## config.mk

```make
export PLATFORM = sky130hd
export DESIGN_NAME = key_matrix_to_boot_report_top_flat
export DESIGN_NICKNAME = d
export VERILOG_FILES = /design/src/design/kmbr_pkg.sv /design/src/design/kmbr_scan_if.sv /design/src/design/kmbr_report_if.sv /design/src/design/kmbr_cfg_if.sv /design/src/design/key_matrix_to_boot_report_top.sv /design/src/flat_wrapper.sv
export VERILOG_INCLUDE_DIRS = /design/src /design/src/design
export SDC_FILE = /design/constraint.sdc
export NUM_CORES = 1
export LEC_CHECK = 0
export BUFFER_PORTS_ARGS = -buffer_cell sky130_fd_sc_hd__buf_2
export CORE_ASPECT_RATIO = 0.5
export CORE_MARGIN = 10
export CORE_UTILIZATION = 30
export CTS_CLUSTER_DIAMETER = 150
export DETAILED_ROUTE_END_ITERATION = 12
export GPL_TIMING_DRIVEN = 0
export REMOVE_ABC_BUFFERS = 1
export SLEW_MARGIN = 20
export SYNTH_ARGS = -nofsm -noshare
export SYNTH_HDL_FRONTEND = slang
export SYNTH_SLANG_ARGS = --single-unit
```

## constraint.sdc

```tcl
create_clock -name clk -period 5 [get_ports clk]
set_input_delay 1 -clock clk [delete_from_list [all_inputs] [get_ports clk]]
set_output_delay 1 -clock clk [all_outputs]
set_load 0.02 [all_outputs]
```

## src/design/key_matrix_to_boot_report_top_defines.svh

```systemverilog
// Assertion macros for the key matrix to boot report block.
// Each macro expects clk and arst_n to be visible where it is used.
`ifndef KEY_MATRIX_TO_BOOT_REPORT_TOP_DEFINES_SVH
`define KEY_MATRIX_TO_BOOT_REPORT_TOP_DEFINES_SVH

`ifndef SYNTHESIS
`define KMBR_ASSERT_IMP(label, ante, cons) \
	label: assert property (@(posedge clk) disable iff (!arst_n) (ante) |-> (cons)) \
		else $error("assertion failed: same-cycle implication");
`define KMBR_ASSERT_NXT(label, ante, cons) \
	label: assert property (@(posedge clk) disable iff (!arst_n) (ante) |=> (cons)) \
		else $error("assertion failed: next-cycle implication");
`else
`define KMBR_ASSERT_IMP(label, ante, cons)
`define KMBR_ASSERT_NXT(label, ante, cons)
`endif

`endif

```

## src/design/kmbr_pkg.sv

```systemverilog
package kmbr_pkg;

	localparam int COLUMNS      = 2;
	localparam int ROWS         = 2;
	localparam int REPORT_SLOTS = 6;
	localparam int SLOT_COUNT   = 6;
	localparam int KEY_COUNT    = COLUMNS * ROWS;
	localparam int KEY_BITS_W   = 4;
	localparam int CODE_W       = 8;
	localparam int TABLE_W      = 64;
	localparam int TABLE_KEYS   = TABLE_W / CODE_W;
	localparam int FILL_W       = $clog2(SLOT_COUNT + 1);

	localparam logic [TABLE_W-1:0] TABLE_RESET = 64'h0000_0000_2120_1F1E;

	typedef logic [KEY_BITS_W-1:0]              key_bits_t;
	typedef logic [CODE_W-1:0]                  keycode_t;
	typedef logic [TABLE_W-1:0]                 key_table_t;
	typedef logic [SLOT_COUNT-1:0][CODE_W-1:0]  report_t;

endpackage

```

## src/design/kmbr_scan_if.sv

```systemverilog
interface kmbr_scan_if;
	import kmbr_pkg::*;

	logic      valid;
	logic      ready;
	key_bits_t key_bits;
	logic      host_ready;

	modport source (output valid, output key_bits, output host_ready, input ready);
	modport sink (input valid, input key_bits, input host_ready, output ready);

endinterface

```

## src/design/kmbr_report_if.sv

```systemverilog
interface kmbr_report_if;
	import kmbr_pkg::*;

	logic     valid;
	logic     ready;
	keycode_t slot_0;
	keycode_t slot_1;
	keycode_t slot_2;
	keycode_t slot_3;
	keycode_t slot_4;
	keycode_t slot_5;

	modport source (
		output valid, output slot_0, output slot_1, output slot_2,
		output slot_3, output slot_4, output slot_5, input ready
	);
	modport sink (
		input valid, input slot_0, input slot_1, input slot_2,
		input slot_3, input slot_4, input slot_5, output ready
	);

endinterface

```

## src/design/kmbr_cfg_if.sv

```systemverilog
interface kmbr_cfg_if;
	import kmbr_pkg::*;

	logic       valid;
	logic       ready;
	key_table_t data;

	modport source (output valid, output data, input ready);
	modport sink (input valid, input data, output ready);

endinterface

```

## src/design/key_matrix_to_boot_report_top.sv

```systemverilog
// Key matrix scan to six-key boot keyboard report converter.
// scan (sink): one matrix scan per word, key_bits with bit column*ROWS+row set
//   for a pressed key, and host_ready; a scan with host_ready low is dropped.
// report (source): slot_0..slot_5, the keycodes of the pressed keys in scan
//   order, zero where unused. A word is sent only when the report differs
//   from the last one sent, so a scan gives zero or one report word.
// cfg (sink): writes the 64-bit keycode table, one byte per key; always ready.
//   Write it only while no scan is in flight.
// Flow: a scan accepted at one edge is registered in the scan register, the report is
// built and compared from that register, and the word is loaded into the output
// register. One scan is taken every cycle while scan.ready is high; the
// single output register lets one new scan enter while a report waits.
// When report.ready is low with a word pending and the scan register is full, it
// holds and scan.ready drops until the word is taken.
// Reset clears the stored last report to zeros, the keycode table to its
// default codes, and empties both registers.
`include "key_matrix_to_boot_report_top_defines.svh"

module key_matrix_to_boot_report_top (
	input  logic          clk,
	input  logic          arst_n,
	kmbr_scan_if.sink     scan,
	kmbr_report_if.source report,
	kmbr_cfg_if.sink      cfg
);
	import kmbr_pkg::*;

	key_table_t key_table_q;
	logic       valid_s1;
	key_bits_t  key_bits_s1;
	logic       host_ready_s1;
	report_t    last_q;
	report_t    out_slots_q;
	logic       out_valid_q;
	report_t    report_d;
	logic [FILL_W-1:0] filled;
	logic       advance;
	logic       load;

	assign cfg.ready = 1'b1;

	always_ff @(posedge clk or negedge arst_n) begin
		if (!arst_n) begin
			key_table_q <= TABLE_RESET;
		end else if (cfg.valid) begin
			key_table_q <= cfg.data;
		end
	end

	// The output register is free, or is being emptied this cycle.
	assign advance   = !out_valid_q || report.ready;
	assign scan.ready = !valid_s1 || advance;

	always_ff @(posedge clk or negedge arst_n) begin
		if (!arst_n) begin
			valid_s1 <= 1'b0;
		end else if (scan.ready) begin
			valid_s1 <= scan.valid;
		end
	end

	always_ff @(posedge clk) begin
		if (scan.valid && scan.ready) begin
			key_bits_s1   <= scan.key_bits;
			host_ready_s1 <= scan.host_ready;
		end
	end

	// Compact the pressed keys into the slots in increasing key order.
	always_comb begin
		report_d = '0;
		filled   = '0;
		for (int k = 0; k < KEY_BITS_W; k++) begin
			if (k < KEY_COUNT && key_bits_s1[k] && filled < FILL_W'(REPORT_SLOTS)) begin
				if (k < TABLE_KEYS) begin
					report_d[filled] = key_table_q[CODE_W*k +: CODE_W];
				end
				filled = filled + FILL_W'(1);
			end
		end
	end

	assign load = valid_s1 && host_ready_s1 && advance && (report_d != last_q);

	always_ff @(posedge clk or negedge arst_n) begin
		if (!arst_n) begin
			last_q      <= '0;
			out_valid_q <= 1'b0;
		end else begin
			if (load) begin
				last_q      <= report_d;
				out_valid_q <= 1'b1;
			end else if (report.ready) begin
				out_valid_q <= 1'b0;
			end
		end
	end

	always_ff @(posedge clk) begin
		if (load) begin
			out_slots_q <= report_d;
		end
	end

	assign report.valid  = out_valid_q;
	assign report.slot_0 = out_slots_q[0];
	assign report.slot_1 = out_slots_q[1];
	assign report.slot_2 = out_slots_q[2];
	assign report.slot_3 = out_slots_q[3];
	assign report.slot_4 = out_slots_q[4];
	assign report.slot_5 = out_slots_q[5];

	`KMBR_ASSERT_IMP(a_pending_matches_last, out_valid_q, out_slots_q == last_q)
	`KMBR_ASSERT_IMP(a_ready_when_out_free, !out_valid_q, scan.ready)
	`KMBR_ASSERT_NXT(a_not_ready_keeps_last, valid_s1 && !host_ready_s1, $stable(last_q))

endmodule

```

## src/flat_wrapper.sv

```systemverilog
// flat-port wrapper written by rule: the top's interface ports become plain ports
module key_matrix_to_boot_report_top_flat import kmbr_pkg::*;
  (clk, arst_n, scan_valid, scan_key_bits, scan_host_ready, scan_ready, report_valid, report_slot_0, report_slot_1, report_slot_2, report_slot_3, report_slot_4, report_slot_5, report_ready, cfg_valid, cfg_data, cfg_ready);
  kmbr_scan_if scan_i ();
  kmbr_report_if report_i ();
  kmbr_cfg_if cfg_i ();
  input  logic clk;
  input  logic arst_n;
  input wire logic [$bits(scan_i.valid)-1:0] scan_valid;
  input wire logic [$bits(scan_i.key_bits)-1:0] scan_key_bits;
  input wire logic [$bits(scan_i.host_ready)-1:0] scan_host_ready;
  output wire logic [$bits(scan_i.ready)-1:0] scan_ready;
  output wire logic [$bits(report_i.valid)-1:0] report_valid;
  output wire logic [$bits(report_i.slot_0)-1:0] report_slot_0;
  output wire logic [$bits(report_i.slot_1)-1:0] report_slot_1;
  output wire logic [$bits(report_i.slot_2)-1:0] report_slot_2;
  output wire logic [$bits(report_i.slot_3)-1:0] report_slot_3;
  output wire logic [$bits(report_i.slot_4)-1:0] report_slot_4;
  output wire logic [$bits(report_i.slot_5)-1:0] report_slot_5;
  input wire logic [$bits(report_i.ready)-1:0] report_ready;
  input wire logic [$bits(cfg_i.valid)-1:0] cfg_valid;
  input wire logic [$bits(cfg_i.data)-1:0] cfg_data;
  output wire logic [$bits(cfg_i.ready)-1:0] cfg_ready;
  assign scan_i.valid = scan_valid;
  assign scan_i.key_bits = scan_key_bits;
  assign scan_i.host_ready = scan_host_ready;
  assign scan_ready = scan_i.ready;
  assign report_valid = report_i.valid;
  assign report_slot_0 = report_i.slot_0;
  assign report_slot_1 = report_i.slot_1;
  assign report_slot_2 = report_i.slot_2;
  assign report_slot_3 = report_i.slot_3;
  assign report_slot_4 = report_i.slot_4;
  assign report_slot_5 = report_i.slot_5;
  assign report_i.ready = report_ready;
  assign cfg_i.valid = cfg_valid;
  assign cfg_i.data = cfg_data;
  assign cfg_ready = cfg_i.ready;
  key_matrix_to_boot_report_top u_core (.clk(clk), .arst_n(arst_n), .scan(scan_i), .report(report_i), .cfg(cfg_i));
endmodule
```

# Yosys cells after proc, flatten, opt, wreduce, memory -nomap -nowiden
# Index checks and enable logic that the tools add are counted.
# word_totals
reg_bits,135
elab_cells,62
inputBits,74
out_inout_bits,51
# classes
eq_ne,1
addsub,2
mux,18
n_reduce_logical,15
n_lt_le_gt_ge,9
# ops
op,n
48-bit bitwise mux,3
48-bit two-way mux,3
8-bit demux with 3-bit select,3
48-bit inequality test,1
8-bit two-way mux,4
1-bit logical AND,10
"3-bit by 4-bit less-than comparator with 1-bit output, second input constant",2
"3-bit by 1-bit greater-or-equal comparator with 1-bit output, second input constant",2
"3-bit less-than comparator, second input constant",2
3-bit two-way mux,2
"1-bit by 4-bit less-than comparator with 1-bit output, second input constant",1
"3-bit by 1-bit adder with 3-bit output, second input constant",1
"1-bit by 3-bit less-than comparator with 1-bit output, second input constant",1
1-bit two-way mux,3
"1-bit by 1-bit adder with 2-bit output, second input constant",1
1-bit zero test,2
1-bit logical OR,2
2-bit nonzero test,1
"1-bit greater-or-equal comparator, second input constant",1

# Logic depth before layout (Yosys ltp)
# logic_depth
depth_word,16
depth_mapped,15
depth_no_buf,10

# Least setup slack after synthesis
# OpenSTA, ideal clock, no wires.
# synth_path
path_type,register to register
startpoint,register u_core.key_bits_s1[1]
endpoint,register u_core.last_q[10] in the netlist's numbering
setup_slack_ns,1.430
arrival_time_ns,3.445
path_stages_with_launch,15
n_path_buf,4
synth_period_minus_slack_ns,3.570
t_required_ns,4.875
setup_ns,0.125
path_cell_list,edfxtp_1 > clkbuf_1 > inv_1 > ha_1 > buf_4 > nand3_4 > nor3_2 > nand2_1 > a2111oi_0 > nand4_1 > nor4_2 > a41oi_2 > buf_6 > buf_6 > mux2_4
# synth_between
elab_chain_cells,13
elab_cells_between_ends,25
cone_classes,add/sub: 1; order compare: 6; eq/ne: 1; mux: 11; reduce/logical: 6
# synth_rtl
element,line_no,source
from (decl),key_matrix_to_boot_report_top.sv:30,key_bits_t key_bits_s1;
from (signal assigned),key_matrix_to_boot_report_top.sv:64,key_bits_s1 <= scan.key_bits;
1-bit logical AND (*),key_matrix_to_boot_report_top.sv:74,if (k < KEY_COUNT && key_bits_s1[k] && filled < FILL_W'(REPORT_SLOTS)) begin
3-bit two-way mux,key_matrix_to_boot_report_top.sv:74,
3-bit less-than comparator,key_matrix_to_boot_report_top.sv:74,
1-bit logical AND,key_matrix_to_boot_report_top.sv:74,
3-bit two-way mux,key_matrix_to_boot_report_top.sv:74,
3-bit by 4-bit less-than comparator with 1-bit output (implied by the code) / 3-bit by 1-bit greater-or-equal comparator with 1-bit output (equally long branches),key_matrix_to_boot_report_top.sv:76,report_d[filled] = key_table_q[CODE_W*k +: CODE_W];
1-bit logical AND (implied by the code),key_matrix_to_boot_report_top.sv:76,
8-bit two-way mux (implied by the code),key_matrix_to_boot_report_top.sv:76,
8-bit demux with 3-bit select,n/a,
48-bit bitwise mux,key_matrix_to_boot_report_top.sv:76,
48-bit two-way mux (*),key_matrix_to_boot_report_top.sv:74,
48-bit inequality test (*),key_matrix_to_boot_report_top.sv:83,assign load = valid_s1 && host_ready_s1 && advance && (report_d != last_q);
1-bit logical AND (*),key_matrix_to_boot_report_top.sv:83,
net u_core.load,key_matrix_to_boot_report_top.sv:38,logic load;
to (signal assigned),key_matrix_to_boot_report_top.sv:91,last_q <= report_d;
to (decl),key_matrix_to_boot_report_top.sv:32,report_t last_q;
# Mark *: on every way through the listed nets, which the timed path passes. The rest lies on a longest branch.
# A chain may end at the register's enable or synchronous reset.

# Final worst setup path
# layout_path
startpoint,register u_core.key_bits_s1[1]
endpoint,register u_core.last_q[17] in the netlist's numbering
# layout_between
elab_chain_cells,13
elab_cells_between_ends,25
cone_classes,add/sub: 1; order compare: 6; eq/ne: 1; mux: 11; reduce/logical: 6
# layout_rtl
element,line_no
1-bit logical AND (*),key_matrix_to_boot_report_top.sv:74
3-bit two-way mux,key_matrix_to_boot_report_top.sv:74
3-bit less-than comparator,key_matrix_to_boot_report_top.sv:74
1-bit logical AND,key_matrix_to_boot_report_top.sv:74
3-bit two-way mux,key_matrix_to_boot_report_top.sv:74
3-bit by 4-bit less-than comparator with 1-bit output (implied by the code) / 3-bit by 1-bit greater-or-equal comparator with 1-bit output (equally long branches),key_matrix_to_boot_report_top.sv:76
1-bit logical AND (implied by the code),key_matrix_to_boot_report_top.sv:76
8-bit two-way mux (implied by the code),key_matrix_to_boot_report_top.sv:76
8-bit demux with 3-bit select,n/a
48-bit bitwise mux,key_matrix_to_boot_report_top.sv:76
48-bit two-way mux (*),key_matrix_to_boot_report_top.sv:74
48-bit inequality test,key_matrix_to_boot_report_top.sv:83
1-bit logical AND,key_matrix_to_boot_report_top.sv:83
# Every way passes the cells marked *; elsewhere a longest branch is shown, timed or not.

==> flow_summary.json <==
{
  "pwr_density_cell_nw_per_um2": 385,
  "max_stage_delay_ns": 0.67,
  "cts_tree": "done",
  "boundaryPins": 125,
  "fmax_ghz": 0.215,
  "clock-sinks": 135,
  "place_hpwl_mm": 14.4,
  "floorplan.die.height_um": 128,
  "vdd_ir_drop_max_mv": 0.169,
  "layout-drive-gt1-share_pct": 34.0,
  "synth.ff_latch_count": 135,
  "globalRouteOverflowTotal": 0,
  "syn-cell-area_um2": 7060,
  "ys.flop_type": "sky130_fd_sc_hd__dfrtp_1",
  "period_share_pct": 93.0,
  "pre_cts_slack_ns": -0.212,
  "gp_routability_congestion": 0.893,
  "post_synth.cell_area_avg_um2": 11.3,
  "synth-warning-count": 0,
  "timing.setup.tns_ns": 0,
  "mostFrequentLayoutCell": "sky130_fd_sc_hd__buf_2",
  "finalSetupViolations": 0,
  "startpoint_type": "flop",
  "worst-path-buf-inv": 4,
  "cts-root-buf": "sky130_fd_sc_hd__clkbuf_16",
  "cp-endpoint": "u_core.last_q[17]$_DFFE_PN0P_",
  "critPathRequiredTime_ns": 5.31,
  "post_drt_via_cell_ratio": 5.07,
  "grt_setup_unrepaired": "false",
  "worst-path-max-fanout": 21,
  "placement_rows": 39,
  "timing.final.crit_period_ns": 4.65,
  "cell_type_with_the_highest_occurrence_count_on_the_critical_path": "sky130_fd_sc_hd__buf_16",
  "effective_utilization_at_floorplan_pct": 30.7,
  "final_hold_viol_count": 0,
  "p_leak_nw": 3.63,
  "timing.max_cap.violations": 0,
  "outcome": "finished, final reports clean",
  "wl_mm": 20.0,
  "critical_path.endpoint_type": "flop",
  "r2r-start": "u_core.key_bits_s1[1]$_DFFE_PP_",
  "io_buf_count": 91,
  "syn_inst": 624,
  "crit_chain": "buf_4 -> fa_2 -> and2_1 -> and3_2 -> or3_1 -> nand4_1 -> a2111o_1 -> a2111oi_1 -> a41oi_4 -> buf_16 -> buf_16 -> buf_16 -> mux2_2",
  "worst_setup_hold_path_clk_slew_ns": 0.06,
  "grtUsageTotal_pct": 13.0,
  "vias": 5220,
  "antenna_left": 0,
  "cp_data_arrival_time_ns": 4.96,
  "wl_per_cell_um": 19.4,
  "ctsHtreeMaxLevel": 4,
  "ys_async_sr_fraction_pct": 60.7,
  "cts_buffers": 17,
  "detailedRoute.firstPassIterationCount": 5,
  "cts_max_path_buffers": 2,
  "reg2reg_slack_ns": 0.35,
  "timing.clock.skew_ns": 0.00774,
  "hold_path.class": "reg -> reg",
  "criticalPathCategory": "reg -> reg",
  "postPlaceCellArea_um2": 7870,
  "drc": 0,
  "grt_pass1_vias": 5127,
  "timing.slew.headroom_pct": 43.4,
  "synth_edf_count": 53,
  "core_area_um2": 23000,
  "die_w_um": 237,
  "clock_latency_ns": 0.42,
  "measured_slew_at_the_worst_slew_check_pin_ns": 0.849,
  "synth.distinct_cells": 66,
  "rr_endpoint": "u_core.last_q[17]$_DFFE_PN0P_",
  "worst_r2r_path_depth": 13,
  "crit_path_top_delay_cell": "sky130_fd_sc_hd__fa_2",
  "grt_pass1_wl_mm": 30.9,
  "critical_path_depth": 13,
  "postLayoutCellArea_um2": 8570,
  "grt_max_degree": 53,
  "worst_path_dominant_cell_family": "compound AO/OA/AOI/OAI gates",
  "layout.cells.most_common_list": "91 x sky130_fd_sc_hd__buf_2, 70 x sky130_fd_sc_hd__mux2_2, 70 x sky130_fd_sc_hd__dfrtp_1, 61 x sky130_fd_sc_hd__nand2_1, 53 x sky130_fd_sc_hd__edfxtp_1",
  "antenna_found_initial": 3,
  "origin_of_the_worst_setup_path": "u_core.key_bits_s1[1]$_DFFE_PP_",
  "syn2layout_area_growth_pct": 21.5,
  "design.die.area_um2": 30400,
  "minimum_hold_slack_ns": 0.516,
  "nNetsFinal": 786,
  "initialDrtViolationCount": 418,
  "synth.yosys.seq_area_share_pct": 51.8,
  "design_power_total_mw": 3.30,
  "report.final.slew_viol_count": 0,
  "worst_slack_ns": 0.349
}
-- cells by family (layout without fill, tap and decap cells) --
family | after synthesis | after routing | share of synthesized area (%)
flops | 135 | 135 | 51.8
simple gates | 185 | 185 | 14.3
fa+ha+maj | 4 | 4 | 0.816
mux | 81 | 81 | 13.3
buf+inv | 70 | 167 | 4.50
xor+xnor | 38 | 38 | 4.72
compound gates | 110 | 110 | 10.5
other cells | 1 | 3 | 0.0531
-- cell usage after synthesis, drive strengths merged (2+ instances only) --
| cell | number | area [um^2] |
|---|---|---|
| mux2 | 78 | 908 |
| dfrtp | 70 | 1750 |
| nand2 | 61 | 229 |
| edfxtp | 53 | 1590 |
| o21ai | 33 | 165 |
| clkbuf | 26 | 97.6 |
| nor2 | 23 | 86.3 |
| buf | 22 | 138 |
| inv | 22 | 82.6 |
| xor2 | 21 | 184 |
| and3 | 17 | 106 |
| xnor2 | 17 | 149 |
| a21oi | 16 | 80.1 |
| nand3 | 15 | 87.6 |
| dfstp | 12 | 315 |
| and2 | 11 | 68.8 |
| nand3b | 10 | 75.1 |
| nand4 | 10 | 62.6 |
| a22oi | 8 | 60.1 |
| a31oi | 8 | 50.1 |
| nor3 | 7 | 40.0 |
| o22ai | 6 | 37.5 |
| or3 | 6 | 37.5 |
| nand2b | 5 | 31.3 |
| nor4 | 5 | 43.8 |
| o2111ai | 5 | 43.8 |
| a2111oi | 4 | 36.3 |
| o211ai | 4 | 30.0 |
| a22o | 3 | 26.3 |
| a2bb2oi | 3 | 26.3 |
| a311oi | 3 | 26.3 |
| ha | 3 | 37.5 |
| mux2i | 3 | 30.0 |
| o32ai | 3 | 26.3 |
| a211oi | 2 | 15.0 |
| a32o | 2 | 20.0 |
| a41oi | 2 | 25.0 |
| and3b | 2 | 17.5 |
| and4b | 2 | 23.8 |
| nor2b | 2 | 12.5 |
| o311ai | 2 | 17.5 |
| or2 | 2 | 12.5 |
| or4 | 2 | 15.0 |
-- what timing repair did --
| action | in CTS | in global routing |
|---|---|---|
| endpoints found under the setup margin | 42 | 42 |
| hold endpoints to repair | 0 | 0 |
| buffers inserted | 2 | 12 |
| gates resized for setup | 4 | 3 |
| hold buffers | 0 | 0 |
-- where the power goes --
group          internal [mW]  total [mW]  switching [mW]
registers               1.28        1.41           0.128
logic                  0.288       0.630           0.343
clock network          0.788        1.26           0.470
total                   2.36        3.30           0.941
-- state kept, by name, summed over array words and instances (netlist names) --
signal / cells
u_core.host_ready_s1: 1
u_core.key_bits_s1: 4
u_core.key_table_q: 32
u_core.last_q: 48
u_core.report.slot_0: 8
u_core.report.slot_1: 8
u_core.report.slot_2: 8
u_core.report.slot_3: 8
u_core.report.slot_4: 8
u_core.report.slot_5: 8
u_core.report.valid: 1
u_core.valid_s1: 1
-- metal layers --
layer,wire length [um],GRT usage (%)
met4,260,3.84
met2,9520,21.0
met1,9130,16.7
met5,32,0
met3,1060,3.68
-- final cells by class --
class,count,area [um^2]
Clock inverter,11,130
Antenna cell,2,5.00
Tap cell,307,384
Fill cell,2211,14400
Sequential cell,135,3660
Timing Repair Buffer,113,744
Multi-Input combinational cell,419,3120
Clock buffer,21,450
Inverter,22,82.6
-- worst min-delay path by stage --
stage | startpoint | endpoint | slack, ns | cells past startpoint
detailed placement | u_core.last_q[28]$_DFFE_PN0P_ | u_core.last_q[28]$_DFFE_PN0P_ | 0.50 | 1
floorplan | u_core.key_table_q[8]$_DFFE_PN1P_ | u_core.key_table_q[8]$_DFFE_PN1P_ | 0.48 | 2
global placement | u_core.last_q[28]$_DFFE_PN0P_ | u_core.last_q[28]$_DFFE_PN0P_ | 0.49 | 1
finish | u_core.last_q[32]$_DFFE_PN0P_ | u_core.last_q[32]$_DFFE_PN0P_ | 0.52 | 1
global route | u_core.last_q[18]$_DFFE_PN0P_ | u_core.last_q[18]$_DFFE_PN0P_ | 0.52 | 1
CTS | u_core.last_q[18]$_DFFE_PN0P_ | u_core.last_q[18]$_DFFE_PN0P_ | 0.51 | 1
-- per-stage QoR --
| step | util (%) | instances |
|---|---|---|
| after detailed placement | 34.2 | 982 |
| after global placement | 33.3 | 974 |
| after global routing | 37.3 | 1028 |
| after floorplan | - | 576 |
| after CTS | 36.9 | 1016 |
| final | 37.3 | 1030 |
No activity file was read; power rests on OpenSTA's default activity.
